--- config.mk ---
export PLATFORM = sky130hd
export DESIGN_NAME = uf_ctrl
export DESIGN_NICKNAME = d
export VERILOG_FILES = /design/src/design/uf_pkg.sv /design/src/design/uf_ctrl.sv
export SDC_FILE = /design/constraint.sdc
export NUM_CORES = 1
export LEC_CHECK = 0
export ABC_AREA = 0
export BUFFER_PORTS_ARGS = -buffer_cell sky130_fd_sc_hd__buf_2
export CORE_UTILIZATION = 40
export CTS_CLUSTER_SIZE = 28
export DETAILED_ROUTE_END_ITERATION = 6
export PLACE_DENSITY_LB_ADDON = 0.08
export REMOVE_ABC_BUFFERS = 1
export SLEW_MARGIN = 20
export SYNTH_ARGS = -nofsm -noshare
export SYNTH_HDL_FRONTEND = slang
export SYNTH_SLANG_ARGS = --single-unit
--- constraint.sdc ---
create_clock -name clk_i -period 2.19 [get_ports clk_i]
set_input_delay 0.438 -clock clk_i [delete_from_list [all_inputs] [get_ports clk_i]]
set_output_delay 0.438 -clock clk_i [all_outputs]
set_load 0.005 [all_outputs]
--- src/design/uf_pkg.sv ---
// ----------------------------------------------------------------------------
// uf_pkg
// Shared widths and the command/status bundles between the union-find
// controller and its datapath.
// ----------------------------------------------------------------------------
package uf_pkg;

  // width of an element index on the ports
  localparam int ELEM_W = 10;

  // rank storage
  localparam int RANK_W = 4;
  localparam logic [RANK_W-1:0] RANK_MAX = 4'd15;

  // commands from controller to datapath
  typedef struct packed {
    logic clr_step;   // write one entry of the clearing pass
    logic load_item;  // latch an accepted request
    logic second;     // keep first root, start walk from second element
    logic follow;     // read parent of the word just read
    logic hop;        // re-point current element to its grandparent
    logic rank_b;     // capture first rank, read second rank
    logic merge;      // link the two roots, update rank
    logic load_out;   // load the result register
  } uf_cmd_t;

  // status from datapath to controller
  typedef struct packed {
    logic clr_done;     // last entry of the clearing pass
    logic p_is_root;    // element just read points to itself
    logic is_unite;     // held request is a unite
    logic roots_equal;  // both walks ended at the same root
  } uf_sts_t;

endpackage

--- src/design/uf_ctrl.sv ---
// ----------------------------------------------------------------------------
// uf_ctrl
// Sequencer for the union-find engine: clearing pass, parent walks with
// path halving, rank compare and link, and the result handshake.
// ----------------------------------------------------------------------------
module uf_ctrl
  import uf_pkg::*;
(
  input  logic    clk_i,
  input  logic    rst_ni,
  input  logic    in_valid_i,
  output logic    in_stall_o,
  output logic    out_valid_o,
  input  logic    out_stall_i,
  input  uf_sts_t sts_i,
  output uf_cmd_t cmd_o
);

  typedef enum logic [8:0] {
    S_CLEAR    = 9'b000000001,
    S_IDLE     = 9'b000000010,
    S_READ_P   = 9'b000000100,
    S_CHECK_P  = 9'b000001000,
    S_CHECK_GP = 9'b000010000,
    S_RANK_A   = 9'b000100000,
    S_RANK_B   = 9'b001000000,
    S_MERGE    = 9'b010000000,
    S_DONE     = 9'b100000000
  } uf_state_e;

  uf_state_e state_q, state_d;
  logic      second_q, second_d;
  logic      out_valid_q, out_valid_d;
  logic      out_busy;

  // result register still holds an untaken result
  assign out_busy = out_valid_q & out_stall_i;

  // next state and commands
  always_comb begin
    state_d  = state_q;
    second_d = second_q;
    cmd_o    = '0;
    unique case (state_q)
      S_CLEAR: begin
        cmd_o.clr_step = 1'b1;
        if (sts_i.clr_done) begin
          state_d = S_IDLE;
        end
      end
      S_IDLE: begin
        if (in_valid_i) begin
          cmd_o.load_item = 1'b1;
          second_d        = 1'b0;
          state_d         = S_READ_P;
        end
      end
      S_READ_P: begin
        state_d = S_CHECK_P;
      end
      S_CHECK_P: begin
        if (!sts_i.p_is_root) begin
          cmd_o.follow = 1'b1;
          state_d      = S_CHECK_GP;
        end else if (!sts_i.is_unite) begin
          state_d = S_DONE;
        end else if (!second_q) begin
          cmd_o.second = 1'b1;
          second_d     = 1'b1;
          state_d      = S_READ_P;
        end else if (sts_i.roots_equal) begin
          state_d = S_DONE;
        end else begin
          state_d = S_RANK_A;
        end
      end
      S_CHECK_GP: begin
        cmd_o.hop = 1'b1;
        state_d   = S_CHECK_P;
      end
      S_RANK_A: begin
        state_d = S_RANK_B;
      end
      S_RANK_B: begin
        cmd_o.rank_b = 1'b1;
        state_d      = S_MERGE;
      end
      S_MERGE: begin
        cmd_o.merge = 1'b1;
        state_d     = S_DONE;
      end
      S_DONE: begin
        if (!out_busy) begin
          cmd_o.load_out = 1'b1;
          state_d        = S_IDLE;
        end
      end
      default: begin
        state_d = S_CLEAR;
      end
    endcase
  end

  // result valid: set on load, dropped once taken
  assign out_valid_d = cmd_o.load_out | out_busy;

  // state registers
  always_ff @(posedge clk_i or negedge rst_ni) begin
    if (!rst_ni) begin
      state_q     <= S_CLEAR;
      second_q    <= 1'b0;
      out_valid_q <= 1'b0;
    end else begin
      state_q     <= state_d;
      second_q    <= second_d;
      out_valid_q <= out_valid_d;
    end
  end

  assign in_stall_o  = (state_q != S_IDLE);
  assign out_valid_o = out_valid_q;

endmodule

==> metrics.md, run 1 <==
| Metric | Value |
|---|---|
| Worst reg2reg path startpoint | `state_q[7]` |
| Worst-path clk slew | `80 ps` |
| Multi-input gate area | `400.4 µm²` |
| WL met3 | `71 µm` |
| Outcome | `finished, violations left` |
| Core Rows | `14` |
| Critical path peak fanout | `4` |
| Leak | `0.4254 nW` |
| Global Route Usage Sum | `19.30%` |
| Worst Path Buf+Inv | `2` |
| Top cell type's share of synthesized area | `37.88%` |
| Slew Viols, Final | `0` |
| Top sig layer | `met4` |
| Sequential fraction of the synthesis area | `41.86%` |
| H-Tree Depth | `1` |
| Drt total wl | `1464 µm` |
| Setup TNS | `-50.49 ps` |
| Slew @ Worst Pin | `276.1 ps` |
| Sink Count | `11` |
| Startpoint types | `flip-flop` |
| # DRC | `0` |
| RR Endpoint | `state_q[1]` |
| Met1 WL | `681 µm` |
| RSZ-0062 raised after global routing | `true` |
| Share of cells above drive strength 1 | `47.37%` |
| CP endpoint kind | `primary output` |
| Dpl hpwl | `1045 µm` |
| Global placement routability congestion | `0.7081` |
| Place WS | `152.1 ps` |
| Max Clock Skew | `3.435 ps` |
| FMAX | `446.3 MHz` |
| Pwr Total | `742.8 µW` |
| Wire length per cell | `13.19 µm` |
| FF+latch area | `279.0 µm²` |
| Crit path setup slack, layout | `-50.49 ps` |
| Tcrit/Tclk final | `102.3%` |
| Pwr dens | `837.3 mW/mm²` |
| Vias in the first global route | `580` |
| Most common cell in the netlist | `dfrtp_1` |
| Failing checks | `setup timing` |
| Kind of critical path | `flip-flop to primary output` |
| Max Root-Sink Buffers | `2` |
| Die Area | `0.001818 mm²` |
| FF+latch count, synth | `11` |
| Std-Cell Core Area | `0.001524 mm²` |
| R2r setup slk | `430 ps` |
| Asr flop ratio synth | `100.0%` |
| Worst EP required | `1750 ps` |
| Top cells by area, synth | `dfrtp_1 38%, nor3_1 5.3%, nor4b_1 5.3%` |
| Pin count of the biggest net entering global routing | `13` |
| Die Ht | `42.64 µm` |
| Initial antenna violation count | `0` |
| 1st-iter DRT viols | `4` |
| Post-synthesis cell area | `660.6 µm²` |
| DP Area | `770.7 µm²` |
| Largest area contributor in the netlist | `dfrtp_1` |
| CTS root buffer | `clkbuf_4` |
| Type of the worst min-delay path | `primary input to asynchronous set/reset pin` |
| Post-synth EDFFs | `0` |
| # diodes | `0` |
| Synth Flop Type | `dfrtp_1` |
| CP top delay family | `simple AND/OR/NAND/NOR gates` |
| Routed Antenna Nets | `0` |
| R2R depth | `5` |
| Worst-skew pair later-pin latency | `270 ps` |
| Minimum clock period | `2240 ps` |
| Arrival time at the worst endpoint | `1800 ps` |
| PortBufs | `17` |
| Count of different cell masters after synthesis | `28` |
| Final Setup Violations | `1` |
| Max Cap Viol | `0` |
| Layout Area Growth over Synthesis | `34.28%` |
| Global-route wire length before repair | `2539 µm` |
| Crit path largest cell delay | `520 ps` |
| Critical path's slowest cell | `or4_4` |
| TritonCTS clock tree | `done` |
| Placed cells | `102` |
| Fillers | `143` |
| Worst vdd ir | `0.4020 mV` |
| Gate count after technology mapping | `70` |
| DR pass1 iterations | `2` |
| Ys Warns | `0` |
| Routed via count | `592` |
| Io pins | `18` |
| Met2 WL post-DR | `692 µm` |
| Initial Utilization | `43.35%` |
| Grt total ovfl | `0` |
| Final #Nets | `104` |
| Worst path cell trace | `nor4_4 > nand2_2 > or4_4 > inv_2 > buf_2` |
| Die width | `42.64 µm` |
| Worst rel slew slack | `81.45%` |
| Num CTS Buffers | `3` |
| Final instance area | `887.1 µm²` |
| Mapped Avg Cell Area | `9.438 µm²` |
| Post-synth top cells | `10 x dfrtp_1, 7 x nor3_1, 6 x nand2_1, 6 x o21ai_0` |
| Avg Vias per Cell | `5.333` |
| Fin. Hold Viols | `0` |
| Post-Layout Cell Count | `111` |
layout by cell type (no fill, tap or decap), types with 3 or more instances in the layout:
| cell | synthesis | routed |
|---|---|---|
| clkbuf_4 | 0 | 3 |
| buf_2 | 2 | 17 |
| dfrtp_1 | 10 | 8 |
| o21ai_0 | 6 | 6 |
| nor3_1 | 7 | 7 |
| buf_4 | 0 | 7 |
| nor2_1 | 4 | 4 |
| nand2_1 | 6 | 5 |
worst reg2reg max path: stages, from the launching register on:
cell,delay (ps)
dfrtp_1,410
nor4_4,330
nand2_2,120
buf_4,160
or4_4,480
o2111a_1,150
routing by layer:
metal,global-route usage (%),vias to the layer above
met5,0,-
li1,-,305
met2,30.61,15
met1,23.16,270
met3,7.759,2
met4,7.500,0
what timing repair did:
action	in CTS	in global routing
pin swaps	2	2
endpoints found under the setup margin	5	5
hold buffers	0	0
resized for setup	3	8
buffers inserted	4	1
where the power goes:
part	switching, mW	internal (mW)
clock network	0.0759	0.0677
logic	0.148	0.160
registers	0.0480	0.243
kinds of logic (layout without fill, tap and decap cells):
kind of cell / Yosys count / count (layout) / share of synthesized area (%)
AO/OA/AOI/OAI: 12 / 12 / 12.31
XOR/XNOR: 4 / 4 / 5.304
buffers and inverters: 7 / 32 / 4.356
flip-flops: 11 / 11 / 41.86
AND/OR/NAND/NOR: 36 / 36 / 36.17
state kept, by name, summed over array words and instances (netlist names):
name / flops
second_q: 1
state_q: 9
out_valid_o: 1
final cells by class:
class / count / share of cell area (%)
Timing Repair Buffer: 25 / 16.78
Clock inverter: 1 / 0.5642
Multi-Input combinational cell: 52 / 45.13
Tap cell: 16 / 2.257
Clock buffer: 3 / 2.539
Inverter: 3 / 1.269
Sequential cell: 11 / 31.45
metrics by stage:
stage                     util (%)  hold slack [ps]
final                        58.21            18.98
after global routing         58.21            19.09
after CTS                    55.34            21.05
after detailed placement     50.57            321.2
after global placement       50.57            323.1
after floorplan                  -            142.4
worst max-delay path by stage:
stage | slack [ps] | cells after the start | to | start
after floorplan | 310 | 4 | cmd_o[6] | state_q[5]
after global placement | 140 | 4 | cmd_o[1] | state_q[3]
after detailed placement | 150 | 5 | cmd_o[6] | state_q[4]
after CTS | -60 | 5 | cmd_o[6] | state_q[7]
after global routing | -130 | 5 | cmd_o[6] | state_q[7]
final | -50 | 5 | cmd_o[6] | state_q[7]
Power figures use the tool's default switching activity.
==> run 2, diff against run 1 <==
--- a/config.mk
+++ b/config.mk
@@ -12,6 +12,7 @@
 export DETAILED_ROUTE_END_ITERATION = 6
 export PLACE_DENSITY_LB_ADDON = 0.08
 export REMOVE_ABC_BUFFERS = 1
+export SETUP_SLACK_MARGIN = 0.15
 export SLEW_MARGIN = 20
 export SYNTH_ARGS = -nofsm -noshare
 export SYNTH_HDL_FRONTEND = slang
==> metrics.md, run 2 (same netlist as run 1, synthesis figures left out) <==
| Metric | Value |
|---|---|
| Initial antenna violation count | `0` |
| Crit path setup slack, layout | `-65.18 ps` |
| Setup TNS | `-65.18 ps` |
| Startpoint types | `flip-flop` |
| Final instance area | `989.7 µm²` |
| Worst-path clk slew | `80 ps` |
| FMAX | `443.4 MHz` |
| Sink Count | `11` |
| Most common cell after layout, fill and taps aside | `buf_2` |
| # DRC | `0` |
| Tcrit/Tclk final | `103.0%` |
| Grt total ovfl | `0` |
| RSZ-0062 raised after global routing | `true` |
| Vias in the first global route | `661` |
| Worst EP required | `1750 ps` |
| Slew Viols, Final | `0` |
| Layout Area Growth over Synthesis | `49.81%` |
| Num CTS Buffers | `3` |
| Avg Vias per Cell | `5.454` |
| Die Area | `0.001818 mm²` |
| Leak | `0.4668 nW` |
| Commonest cells after routing, fill and taps aside | `16 x buf_2, 14 x buf_4, 7 x dfrtp_1` |
| Outcome | `finished, violations left` |
| Fin. Hold Viols | `0` |
| Io pins | `18` |
| PortBufs | `17` |
| DP Area | `770.7 µm²` |
| Global Route Usage Sum | `22.25%` |
| Drt total wl | `1744 µm` |
| Minimum clock period | `2255 ps` |
| Max Root-Sink Buffers | `2` |
| FF+latch area | `280.3 µm²` |
| Critical path peak fanout | `3` |
| Failing checks | `setup timing` |
| Type of the worst min-delay path | `primary input to asynchronous set/reset pin` |
| Routed via count | `649` |
| Max Cap Viol | `0` |
| Multi-input gate area | `431.7 µm²` |
| Pwr dens | `856.3 mW/mm²` |
| Worst vdd ir | `0.4438 mV` |
| Global-route wire length before repair | `2925 µm` |
| Worst hold slack | `19.69 ps` |
| Fin util | `64.94%` |
| Share of cells above drive strength 1 | `55.34%` |
| Worst rel slew slack | `76.79%` |
| Std-Cell Core Area | `0.001524 mm²` |
| CTS hold repair buffers | `0` |
| Pwr Total | `847.5 µW` |
| Max Clock Skew | `2.833 ps` |
| Core Rows | `14` |
| CTS root buffer | `clkbuf_4` |
| Die width | `42.64 µm` |
| Die Ht | `42.64 µm` |
| 1st-iter DRT viols | `5` |
| Placed cells | `102` |
| Worst-skew pair later-pin latency | `270 ps` |
| Initial Utilization | `43.35%` |
| Final Setup Violations | `1` |
| Biggest register | `state_q` |
| TritonCTS clock tree | `done` |
| R2R depth | `6` |
| Wire length per cell | `14.66 µm` |
| Arrival time at the worst endpoint | `1820 ps` |
| DR pass1 iterations | `2` |
| Max reg flops | `9` |
| Routed Antenna Nets | `0` |
| Pin count of the biggest net entering global routing | `13` |
| CP endpoint kind | `primary output` |
| Dpl hpwl | `1045 µm` |
| Fillers | `131` |
| Global placement routability congestion | `0.7081` |
| Kind of critical path | `flip-flop to primary output` |
| # diodes | `0` |
| H-Tree Depth | `1` |
| Slew @ Worst Pin | `345.6 ps` |
| Post-Layout Cell Count | `119` |
| Place WS | `152.1 ps` |
| Final #Nets | `112` |
==> run 2: changes by cell type in the layout (fill, tap and decap cells not counted), sizes merged <==
| cell | previous run | this run |
|---|---|---|
| buf | 25 | 33 |
==> run 2: worst paths after layout <==
path / from / endpoint / slack [ps]
worst max-delay path: state_q[7] / cmd_o[6] / -70
worst min-delay path: rst_ni / state_q[3] / 20
worst max register to register: state_q[7] / state_q[1] / 320
worst min register to register: second_q / state_q[2] / 530
max in group asynchronous: rst_ni / state_q[0] / 1910
min in group clk_i: sts_i[0] / state_q[5] / 330
==> run 2: final cells by class <==
type,count,area share (%)
Sequential cell,11,28.32
Clock inverter,1,0.5057
Multi-Input combinational cell,52,43.62
Inverter,3,1.138
Timing Repair Buffer,33,22.12
Tap cell,16,2.023
Clock buffer,3,2.276
==> run 2: per-layer routing <==
metal | share of wire, % | GRT usage, %
met4 | 3.0 | 11.25
met1 | 39 | 24.80
met5 | 0 | 0
met3 | 5.7 | 9.052
met2 | 52 | 36.06
==> run 2: report_power, final <==
group	internal [mW]	switching (mW)
logic	0.229	0.183
clock network	0.0677	0.0754
registers	0.243	0.0490
total	0.540	0.307
==> run 2: critical path, stage by stage, from the launching register on <==
cell and delay, ps:
dfrtp_1 410, nor4_4 350, nand2_2 120, or4_4 520
inv_2 50, buf_2 100
==> run 2: repair_timing <==
| item | in CTS | in global routing |
|---|---|---|
| hold endpoints to repair | 0 | 0 |
| setup endpoints to repair | 7 | 8 |
| resized for setup | 15 | 5 |
| pin swaps | 7 | 6 |
| setup buffers | 8 | 5 |
